$ cat config.mk
export PLATFORM = sky130hd
export DESIGN_NAME = scc_ctrl
export DESIGN_NICKNAME = d
export VERILOG_FILES = /design/src/design/strongly_connected_components_macros.svh /design/src/design/scc_pkg.sv /design/src/design/scc_ctrl.sv
export SDC_FILE = /design/constraint.sdc
export NUM_CORES = 1
export LEC_CHECK = 0
export BUFFER_PORTS_ARGS = -buffer_cell sky130_fd_sc_hd__buf_2
export CORE_AREA = 2 2 39 41
export DETAILED_ROUTE_END_ITERATION = 8
export DIE_AREA = 0 0 41 43
export PLACE_DENSITY_LB_ADDON = 0.2
export SYNTH_ARGS = -nofsm -noshare
export SYNTH_HDL_FRONTEND = slang
export SYNTH_SLANG_ARGS = --single-unit
$ cat constraint.sdc
create_clock -name i_clk -period 1.3 [get_ports i_clk]
set_input_delay 0.26 -clock i_clk [delete_from_list [all_inputs] [get_ports i_clk]]
set_output_delay 0.26 -clock i_clk [all_outputs]
set_load 0.005 [all_outputs]
$ cat src/design/strongly_connected_components_macros.svh
// Assertion macros used by the one file that checks its own logic.
`ifndef STRONGLY_CONNECTED_COMPONENTS_MACROS_SVH
`define STRONGLY_CONNECTED_COMPONENTS_MACROS_SVH

// Same-cycle implication, disabled while reset is asserted.
`define SCC_ASSERT_IMP(label, clk, rst_n, ante, cons) \
    label: assert property (@(posedge clk) disable iff (!rst_n) (ante) |-> (cons)) \
        else $error("scc: same-cycle check failed");

// Next-cycle implication, disabled while reset is asserted.
`define SCC_ASSERT_NXT(label, clk, rst_n, ante, cons) \
    label: assert property (@(posedge clk) disable iff (!rst_n) (ante) |=> (cons)) \
        else $error("scc: next-cycle check failed");

`endif

$ cat src/design/scc_pkg.sv
`default_nettype none
package scc_pkg;

    // Fixed field widths of the ports.
    localparam int NODE_W        = 6;
    localparam int CNT_W         = 7;
    localparam int ROW_W         = 64;
    localparam int DEF_MAX_NODES = 64;

    // Controller states.
    typedef enum logic [3:0] {
        S_IDLE,
        S_FNEXT,
        S_FRD,
        S_FSCAN,
        S_FPOP,
        S_PPOP,
        S_PV,
        S_PRD,
        S_PCHK,
        S_PSPOP,
        S_ORD,
        S_OEMIT
    } t_state;

    // Datapath operations issued by the controller, one per cycle.
    typedef enum logic [4:0] {
        OP_NONE,
        OP_LOAD,
        OP_SKIP,
        OP_FSTART,
        OP_FREAD,
        OP_FSTEP,
        OP_FPUSH,
        OP_FFIN,
        OP_FPOP,
        OP_PPOP,
        OP_PSTART,
        OP_PREAD,
        OP_PCHK,
        OP_PSPOP_RD,
        OP_PSPOP,
        OP_OINIT,
        OP_ORD,
        OP_OEMIT
    } t_op;

    // Status returned by the datapath.
    typedef struct packed {
        logic k_end;
        logic hit;
        logic sp_zero;
        logic fsp_zero;
        logic s_end;
        logic s_seen;
        logic i_end;
        logic v_labelled;
        logic last_i;
    } t_status;

endpackage
`default_nettype wire

$ cat src/design/scc_ctrl.sv
`default_nettype none
module scc_ctrl
    import scc_pkg::*;
(
    input  wire logic    i_clk,
    input  wire logic    i_rst_n,
    input  wire logic    i_start,
    input  wire logic    i_last_row,
    input  wire t_status i_status,
    output t_op          o_op,
    output logic         o_busy
);

    t_state r_state;
    t_state n_state;

    // State register.
    always_ff @(posedge i_clk) begin
        if (!i_rst_n) begin
            r_state <= S_IDLE;
        end else begin
            r_state <= n_state;
        end
    end

    // Next state and the operation for the datapath.
    always_comb begin
        n_state = r_state;
        o_op    = OP_NONE;
        case (r_state)
            S_IDLE: begin
                if (i_start) begin
                    o_op = OP_LOAD;
                    if (i_last_row) begin
                        n_state = S_FNEXT;
                    end
                end
            end
            S_FNEXT: begin
                if (i_status.s_end) begin
                    n_state = S_PPOP;
                end else if (i_status.s_seen) begin
                    o_op = OP_SKIP;
                end else begin
                    o_op    = OP_FSTART;
                    n_state = S_FRD;
                end
            end
            S_FRD: begin
                o_op    = OP_FREAD;
                n_state = S_FSCAN;
            end
            S_FSCAN: begin
                if (i_status.k_end) begin
                    o_op    = OP_FFIN;
                    n_state = i_status.sp_zero ? S_FNEXT : S_FPOP;
                end else if (i_status.hit) begin
                    o_op    = OP_FPUSH;
                    n_state = S_FRD;
                end else begin
                    o_op = OP_FSTEP;
                end
            end
            S_FPOP: begin
                o_op    = OP_FPOP;
                n_state = S_FRD;
            end
            S_PPOP: begin
                if (i_status.fsp_zero) begin
                    o_op    = OP_OINIT;
                    n_state = S_ORD;
                end else begin
                    o_op    = OP_PPOP;
                    n_state = S_PV;
                end
            end
            S_PV: begin
                if (i_status.v_labelled) begin
                    n_state = S_PPOP;
                end else begin
                    o_op    = OP_PSTART;
                    n_state = S_PRD;
                end
            end
            S_PRD: begin
                if (i_status.i_end) begin
                    if (i_status.sp_zero) begin
                        n_state = S_PPOP;
                    end else begin
                        o_op    = OP_PSPOP_RD;
                        n_state = S_PSPOP;
                    end
                end else begin
                    o_op    = OP_PREAD;
                    n_state = S_PCHK;
                end
            end
            S_PCHK: begin
                o_op    = OP_PCHK;
                n_state = S_PRD;
            end
            S_PSPOP: begin
                o_op    = OP_PSPOP;
                n_state = S_PRD;
            end
            S_ORD: begin
                o_op    = OP_ORD;
                n_state = S_OEMIT;
            end
            S_OEMIT: begin
                o_op    = OP_OEMIT;
                n_state = i_status.last_i ? S_IDLE : S_ORD;
            end
            default: begin
                n_state = S_IDLE;
            end
        endcase
    end

    assign o_busy = (r_state != S_IDLE);

endmodule
`default_nettype wire

==> metrics.md, run 1 <==
| Metric | Value |
|---|---|
| Status | `complete, but fails checks` |
| Failing checks | `setup timing` |
| Nets | `132` |
| Most common cell after layout, fill and taps aside | `buf_4` |
| Setup crit end kind | `output port` |
| Buf/Inv on CP | `1` |
| Area growth from synthesis to layout | `85.3%` |
| # rows | `14` |
| Slowest CP cell | `dfxtp_4` |
| Die Span X | `41 um` |
| Root Driver | `clkbuf_4` |
| Clock insertion delay at the later pin of the skew report | `0.24 ns` |
| DP HPWL | `approximately 1.5 mm` |
| Largest net degree at the start of global routing | `10` |
| Reg2reg setup slack | `-0.09 ns` |
| Die ar. | `1760 um^2` |
| Clk sinks | `4` |
| Clk pin slew, worst setup/hold paths | `0.04 ns` |
| RSZ-0062 raised after global routing | `true` |
| Worst EP required | `1.04 ns` |
| Grt ovf | `0` |
| Post-DRT Antenna Nets | `0` |
| First-pass GRT wire length | `3.33 mm` |
| CP delay by family, top | `simple AND/OR/NAND/NOR gates` |
| Top flop regs | `r_state x4` |
| Layout cell share with drive strength beyond 1 | `58.1%` |
| Worst Path Max Fanout | `7` |
| DR WL/cell | `about 17 um` |
| Post-Route WL | `2.25 mm` |
| Vias in the first global route | `768` |
| Worst EP arrival | `1.39 ns` |
| Max Slew Vio Count | `0` |
| Placed Area | `between 700 and 800 um^2` |
| Syn_nets | `88` |
| Tightest Pin Transition | `0.369 ns` |
| Syn Inst Count | `75` |
| Final Worst Setup Slack | `-0.349 ns` |
| Largest cells by area after synthesis | `dfxtp_1 (15%), nand2_1 (5.1%), o21ai_0 (4.8%)` |
| Area share of the largest cell type after synthesis | `15.5%` |
| Max incr delay on CP | `0.37 ns` |
| Via count | `781` |
| Setup Skew | `0.00226 ns` |
| Biggest register | `r_state` |
| Die Ht | `43 um` |
| Leak Pwr | `0.416 nW` |
| Cell area power density | `1190 nW/um^2` |
| RePlAce Congestion | `between 0.8 and 0.9` |
| Hold Path Class | `in2reg` |
| FF+latch count, synth | `4` |
| Most frequent cells in the layout | `buf_4 (18), buf_2 (17), buf_6 (8), nand2_1 (7)` |
| Fin crit period | `1.65 ns` |
| Clk buf depth | `2` |
| CP Launch Type | `flop` |
| Synth warn | `0` |
| # IOs | `19` |
| Setup violators final | `9` |
| Period utilization | `127%` |
| Finished Cell Area | `960 um^2` |
| Synth cell types | `35` |
| H-tree Lvls | `1` |
| Final Hold Viols | `0` |
| CTS Buf Count | `3` |
| Hold-fix buffers, CTS | `0` |
| Core area | `1380 um^2` |
| Synth Area per Inst | `6.91 um^2` |
| Starting density of the core | `37.4%` |
| Port bufs | `18` |
| Crit-path cells | `nor4b_4 > a31oi_1 > or2_1 > o21ai_1 > buf_2` |
| CTS tree | `built` |
| Peak VDD IR | `a little over 0.8 mV` |
| Fin cells | `133` |
| Initial DRC Count | `22` |
| Max Cap Viol | `0` |
| Seq/Total Area, Yosys | `15.5%` |
| Initial antenna violation count | `0` |
| Fmax | `607 MHz` |
| Final setup TNS | `-1.62 ns` |
| GRT Total Usage | `28.3%` |
| Critical path class | `reg2out` |
| DRC | `0` |
| Worst slew margin | `75.1%` |
| Via density | `5.87` |
| N_diodes | `0` |
| Synth Cell Area | `518 um^2` |
| TritonRoute pass-1 iters | `4` |
| Placed Cells | `around 130` |
| Cell accounting for the most synthesized area | `dfxtp_1` |
| Max reg flops | `4` |
per-layer routing:
| metal | GRT usage, % | vias to the layer above | wire [um] |
|---|---|---|---|
| met5 | 0 | - | 0 |
| met4 | 10.0 | 0 | 68 |
| li1 | - | 368 | - |
| met3 | 5.24 | 8 | 81 |
| met2 | 48.8 | 30 | 1190 |
| met1 | 32.6 | 375 | 909 |
per-stage QoR:
stage	setup WS, ns	hold slack [ns]	utilization, %	power (mW)
after global placement	-0.163	0.533	54.2	0.757
after floorplan	0.0395	0.374	-	0.491
after detailed placement	-0.169	0.538	54.2	0.766
after CTS	-0.311	0.285	64.9	1.04
after global routing	-0.388	0.289	69.3	1.20
final	-0.349	0.286	69.3	1.14
power by group:
part           total (mW)  switching [mW]  leakage (nW)  internal (mW)
logic               0.771           0.370         0.366          0.400
clock network       0.158          0.0548        0.0138          0.104
registers           0.210          0.0529        0.0356          0.158
total                1.14           0.478         0.416          0.661
final cells by class:
cell class / instances / area [um^2]
multi-input cells: 61 / 489
fillers: 123 / 424
repair buffers: 43 / 310
flip-flops and latches: 4 / 95.1
clock buffers: 3 / 22.5
inverters: 6 / 22.5
well taps: 16 / 20.0
logic make-up (layout without fill, tap and decap cells):
logic type      after synthesis  after routing  share of synthesized area, %
compound gates               30             30                          38.9
simple gates                 29             29                          31.9
buf+inv                      10             52                          9.90
flops                         4              4                          15.5
mux                           2              2                          3.86
cells in the mapped netlist:
cell / number
o211ai_1: 1
nand2_1: 7
a21boi_1: 2
nor4b_1: 1
nor2b_1: 1
a22oi_1: 1
nand4_1: 2
o32ai_1: 1
mux2i_1: 2
buf_2: 2
o21ai_1: 3
nor4b_2: 1
a21oi_1: 4
buf_6: 1
o21bai_1: 1
o21ai_0: 5
a31oi_1: 3
nand3_1: 1
nor3b_1: 2
dfxtp_1: 4
buf_4: 1
o2bb2ai_1: 2
a21boi_2: 1
nor2b_2: 1
nor3_1: 3
or2_0: 1
o32a_1: 1
a32oi_1: 1
nand2b_1: 3
and2_1: 2
inv_1: 6
a211oi_1: 2
o21a_1: 1
o22ai_1: 1
nor2_1: 4
what timing repair did:
| item | 4_1_cts | 5_1_grt |
|---|---|---|
| gates cloned | 0 | 0 |
| setup buffers | 4 | 2 |
| setup endpoints to repair | 7 | 8 |
| pin swaps | 10 | 11 |
| gates resized for setup | 30 | 11 |
tightest hold or removal path, delay by kind of cell:
kind	cells	cell delay [ns]
buffers and inverters	2	0.19
AOI/OAI and AO/OA	1	0.03
worst paths after layout:
kind	startpoint	end	cells past startpoint
worst max register to register	r_state[2]	r_state[3]	7
worst min register to register	r_state[1]	r_state[2]	2
worst max-delay path	r_state[2]	o_op[1]	5
worst min-delay path	i_rst_n	r_state[2]	3
Note: power is estimated with default switching activity, not from simulation.
==> inputs of run 2 (changes only) <==
==> constraint.sdc (replaced) <==
create_clock -name i_clk -period 1.3 [get_ports i_clk]
set_input_delay 0.26 -clock i_clk [delete_from_list [all_inputs] [get_ports i_clk]]
set_output_delay 0.26 -clock i_clk [all_outputs]
set_load 0.01 [all_outputs]
==> run 2 against run 1 <==
  * The flow still finishes with violations (setup timing)
  * Combinational power down 6.2%
  * Clock skew increased by 0.0027 ns
  * Utilization down 4.8 points
  * Final cell count down 0.75%
  * Critical path depth is 1 higher
  * Register-to-register slack got worse by 0.05 ns
  * Total power shrank 5.9%
  * Global-route usage down 4.1 points
  * First-iteration DRC count is 18% lower
  * Clock-buffer cell count stayed put
  * Critical endpoint is now o_op[0]
  * Largest power group unchanged
  * Highest routed layer unchanged
==> metrics.md, run 2 (same netlist as run 1, synthesis figures left out) <==
| Metric | Value |
|---|---|
| FF-to-FF path depth | `6 (was 7)` |
| Hold path depth | `3 (unchanged)` |
| Starting density of the core | `37.4% (unchanged)` |
| Setup violators final | `7 (was 9)` |
| Max Cap Viol | `0 (unchanged)` |
| NetSw | `0.453 mW (was 0.478 mW)` |
| Final Hold Viols | `0 (unchanged)` |
| RePlAce Congestion | `0.823 (was 0.897)` |
| Fmax | `615 MHz (was 607 MHz)` |
| Nets | `131 (was 132)` |
| DRC | `0 (unchanged)` |
| Part of the power in registers | `17.7% (was 18.5%)` |
| Via count | `734 (was 781)` |
| Status | `complete, but fails checks (unchanged)` |
| R2r endpoint | `r_state[2] (was r_state[3])` |
| Finished Cell Area | `893 um^2 (was 960 um^2)` |
| GRT met1 Usage | `31.7% (was 32.6%)` |
| First-pass GRT wire length | `2.93 mm (was 3.33 mm)` |
| Hold EP | `r_state[2] (unchanged)` |
| Die Ht | `43 um (unchanged)` |
| # rows | `14 (unchanged)` |
| Biggest register | `r_state (unchanged)` |
| Place WS | `-0.178 ns (was -0.169 ns)` |
| CTS Buf Count | `3 (unchanged)` |
| Min-delay src | `i_rst_n (unchanged)` |
| Worst slew margin | `82.4% (was 75.1%)` |
| TritonRoute pass-1 iters | `5 (was 4)` |
| Placed Area | `782 um^2 (was 749 um^2)` |
| Clock insertion delay at the later pin of the skew report | `0.24 ns (about the same)` |
| Stages on the worst setup path | `6 (was 5)` |
| Fin crit period | `1.62 ns (was 1.65 ns)` |
| Grt ovf | `0 (unchanged)` |
| Register area | `87.6 um^2 (was 95.1 um^2)` |
| Failing checks | `setup timing (unchanged)` |
| Clk sinks | `4 (unchanged)` |
| Reg-to-reg startpoint | `r_state[0] (was r_state[2])` |
| Max Slew Vio Count | `0 (unchanged)` |
| CTS tree | `built (unchanged)` |
| Worst EP required | `1.04 ns (about the same)` |
| N_diodes | `0 (unchanged)` |
| Fin cells | `132 (was 133)` |
| Area of the multi-input gates | `459 um^2 (was 489 um^2)` |
| Most frequent cells in the layout | `buf_4 (21), buf_2 (18), nand2_1 (7), inv_1 (4) (was buf_4 (18), buf_2 (17), buf_6 (8), nand2_1 (7))` |
| Layout cell share with drive strength beyond 1 | `56.9% (was 58.1%)` |
| Sw frac | `42.3% (was 41.9%)` |
| Met3 Track Usage GR | `4.71% (was 5.24%)` |
| Initial antenna violation count | `0 (unchanged)` |
| Most common cell after layout, fill and taps aside | `buf_4 (unchanged)` |
| DP HPWL | `1.38 mm (was 1.45 mm)` |
| Via density | `5.56 (was 5.87)` |
| Comb power frac | `67.5% (was 67.6%)` |
| Clk pin slew, worst setup/hold paths | `0.04 ns (about the same)` |
| Max reg flops | `4 (unchanged)` |
| Buf/Inv on CP | `3 (was 1)` |
| Clk buf depth | `2 (unchanged)` |
| Critical path class | `reg2out (unchanged)` |
| CP Launch Type | `flop (unchanged)` |
| Reg2reg setup slack | `-0.14 ns (was -0.09 ns)` |
| RSZ-0062 raised after global routing | `true (unchanged)` |
| Met2 usage | `39.1% (was 48.8%)` |
| Tightest Pin Transition | `0.263 ns (was 0.369 ns)` |
| Period utilization | `125% (was 127%)` |
| Worst EP arrival | `1.36 ns (was 1.39 ns)` |
| # IOs | `19 (unchanged)` |
| Die ar. | `1760 um^2 (unchanged)` |
| Root Driver | `clkbuf_4 (unchanged)` |
| FILL cells | `121 (was 123)` |
| Post-Route WL | `1.85 mm (was 2.25 mm)` |
| Core area | `1380 um^2 (unchanged)` |
| Clock power share | `14.8% (was 13.9%)` |
| Power consumption | `1.07 mW (was 1.14 mW)` |
| Cell area power density | `1200 nW/um^2 (was 1190 nW/um^2)` |
| Hold-fix buffers, CTS | `0 (unchanged)` |
| DR WL/cell | `14.0 um (was 16.9 um)` |
| Area growth from synthesis to layout | `72.5% (was 85.3%)` |
| Initial DRC Count | `18 (was 22)` |
| GRT busiest layer | `met2 (unchanged)` |
| Hold Path Class | `in2reg (unchanged)` |
| Vias in the first global route | `677 (was 768)` |
| Placed Cells | `128 (was 125)` |
| Post-DRT Antenna Nets | `0 (unchanged)` |
| Top flop regs | `r_state x4 (unchanged)` |
| Setup Skew | `0.00499 ns (was 0.00226 ns)` |
| Fin Hold WS | `0.278 ns (was 0.286 ns)` |
| Final Worst Setup Slack | `-0.325 ns (was -0.349 ns)` |
| Slowest CP cell | `dfxtp_2 (was dfxtp_4)` |
| Largest net degree at the start of global routing | `12 (was 10)` |
| Max incr delay on CP | `0.33 ns (was 0.37 ns)` |
| CP delay by family, top | `compound AO/OA/AOI/OAI gates (was simple AND/OR/NAND/NOR gates)` |
| Internal Power | `0.619 mW (was 0.661 mW)` |
| Crit-path cells | `buf_6 > inv_2 > a21oi_1 > o32a_1 > o21ai_2 > buf_2 (was nor4b_4 > a31oi_1 > or2_1 > o21ai_1 > buf_2)` |
| H-tree Lvls | `1 (unchanged)` |
| Peak VDD IR | `0.634 mV (was 0.809 mV)` |
| Setup crit end kind | `output port (unchanged)` |
| Die Span X | `41 um (unchanged)` |
| Worst Path Max Fanout | `6 (was 7)` |
| Leak Pwr | `0.403 nW (was 0.416 nW)` |
| GRT Total Usage | `24.3% (was 28.3%)` |
| Port bufs | `18 (unchanged)` |
==> run 2: cell type report <==
class / count / area share, %
multi-input combinational: 61 / 51.4
timing repair buffer: 42 / 31.5
sequential: 4 / 9.80
clock buffer: 3 / 2.52
inverter: 6 / 2.52
tap: 16 / 2.24
==> run 2: metrics by stage <==
stage                     utilization (%)  TNS [ns]
after floorplan                         -         0
after global placement               56.5    -0.565
after detailed placement             56.5    -0.572
after CTS                            62.1     -1.57
after global routing                 64.6     -2.07
final                                64.6     -1.50
==> run 2: worst max path at each step <==
| stage | from | to |
|---|---|---|
| after global placement | r_state[0] | o_op[0] |
| final | r_state[0] | o_op[0] |
| after detailed placement | r_state[0] | o_op[1] |
| after floorplan | r_state[1] | o_op[2] |
| after global routing | r_state[2] | o_op[1] |
| after CTS | r_state[2] | o_op[1] |
==> run 2: power groups by stage <==
stage               sequential, mW  combinational (mW)  clock (mW)
floorplan                    0.175               0.351           0
global placement             0.179               0.629           0
detailed placement           0.179               0.629           0
CTS                          0.187               0.685       0.164
global route                 0.192               0.791       0.171
finish                       0.190               0.723       0.159
==> run 2: timing repair <==
action | CTS | global route
endpoints found under the setup margin | 9 | 9
setup buffers | 1 | 0
gates resized for setup | 15 | 11
pin swaps | 4 | 5
==> run 2: worst min-delay path, stage by stage <==
cell and delay, ns:
buf_2 0.12, inv_1 0.05, a211oi_1 0.04
==> run 2: metal layers <==
layer | routed length [um] | vias up | part of all wire, %
met5 | 0 | - | 0
li1 | - | 364 | -
met2 | 896 | 33 | 49
met4 | 34 | 0 | 1.8
met1 | 818 | 333 | 44
met3 | 99 | 4 | 5.4
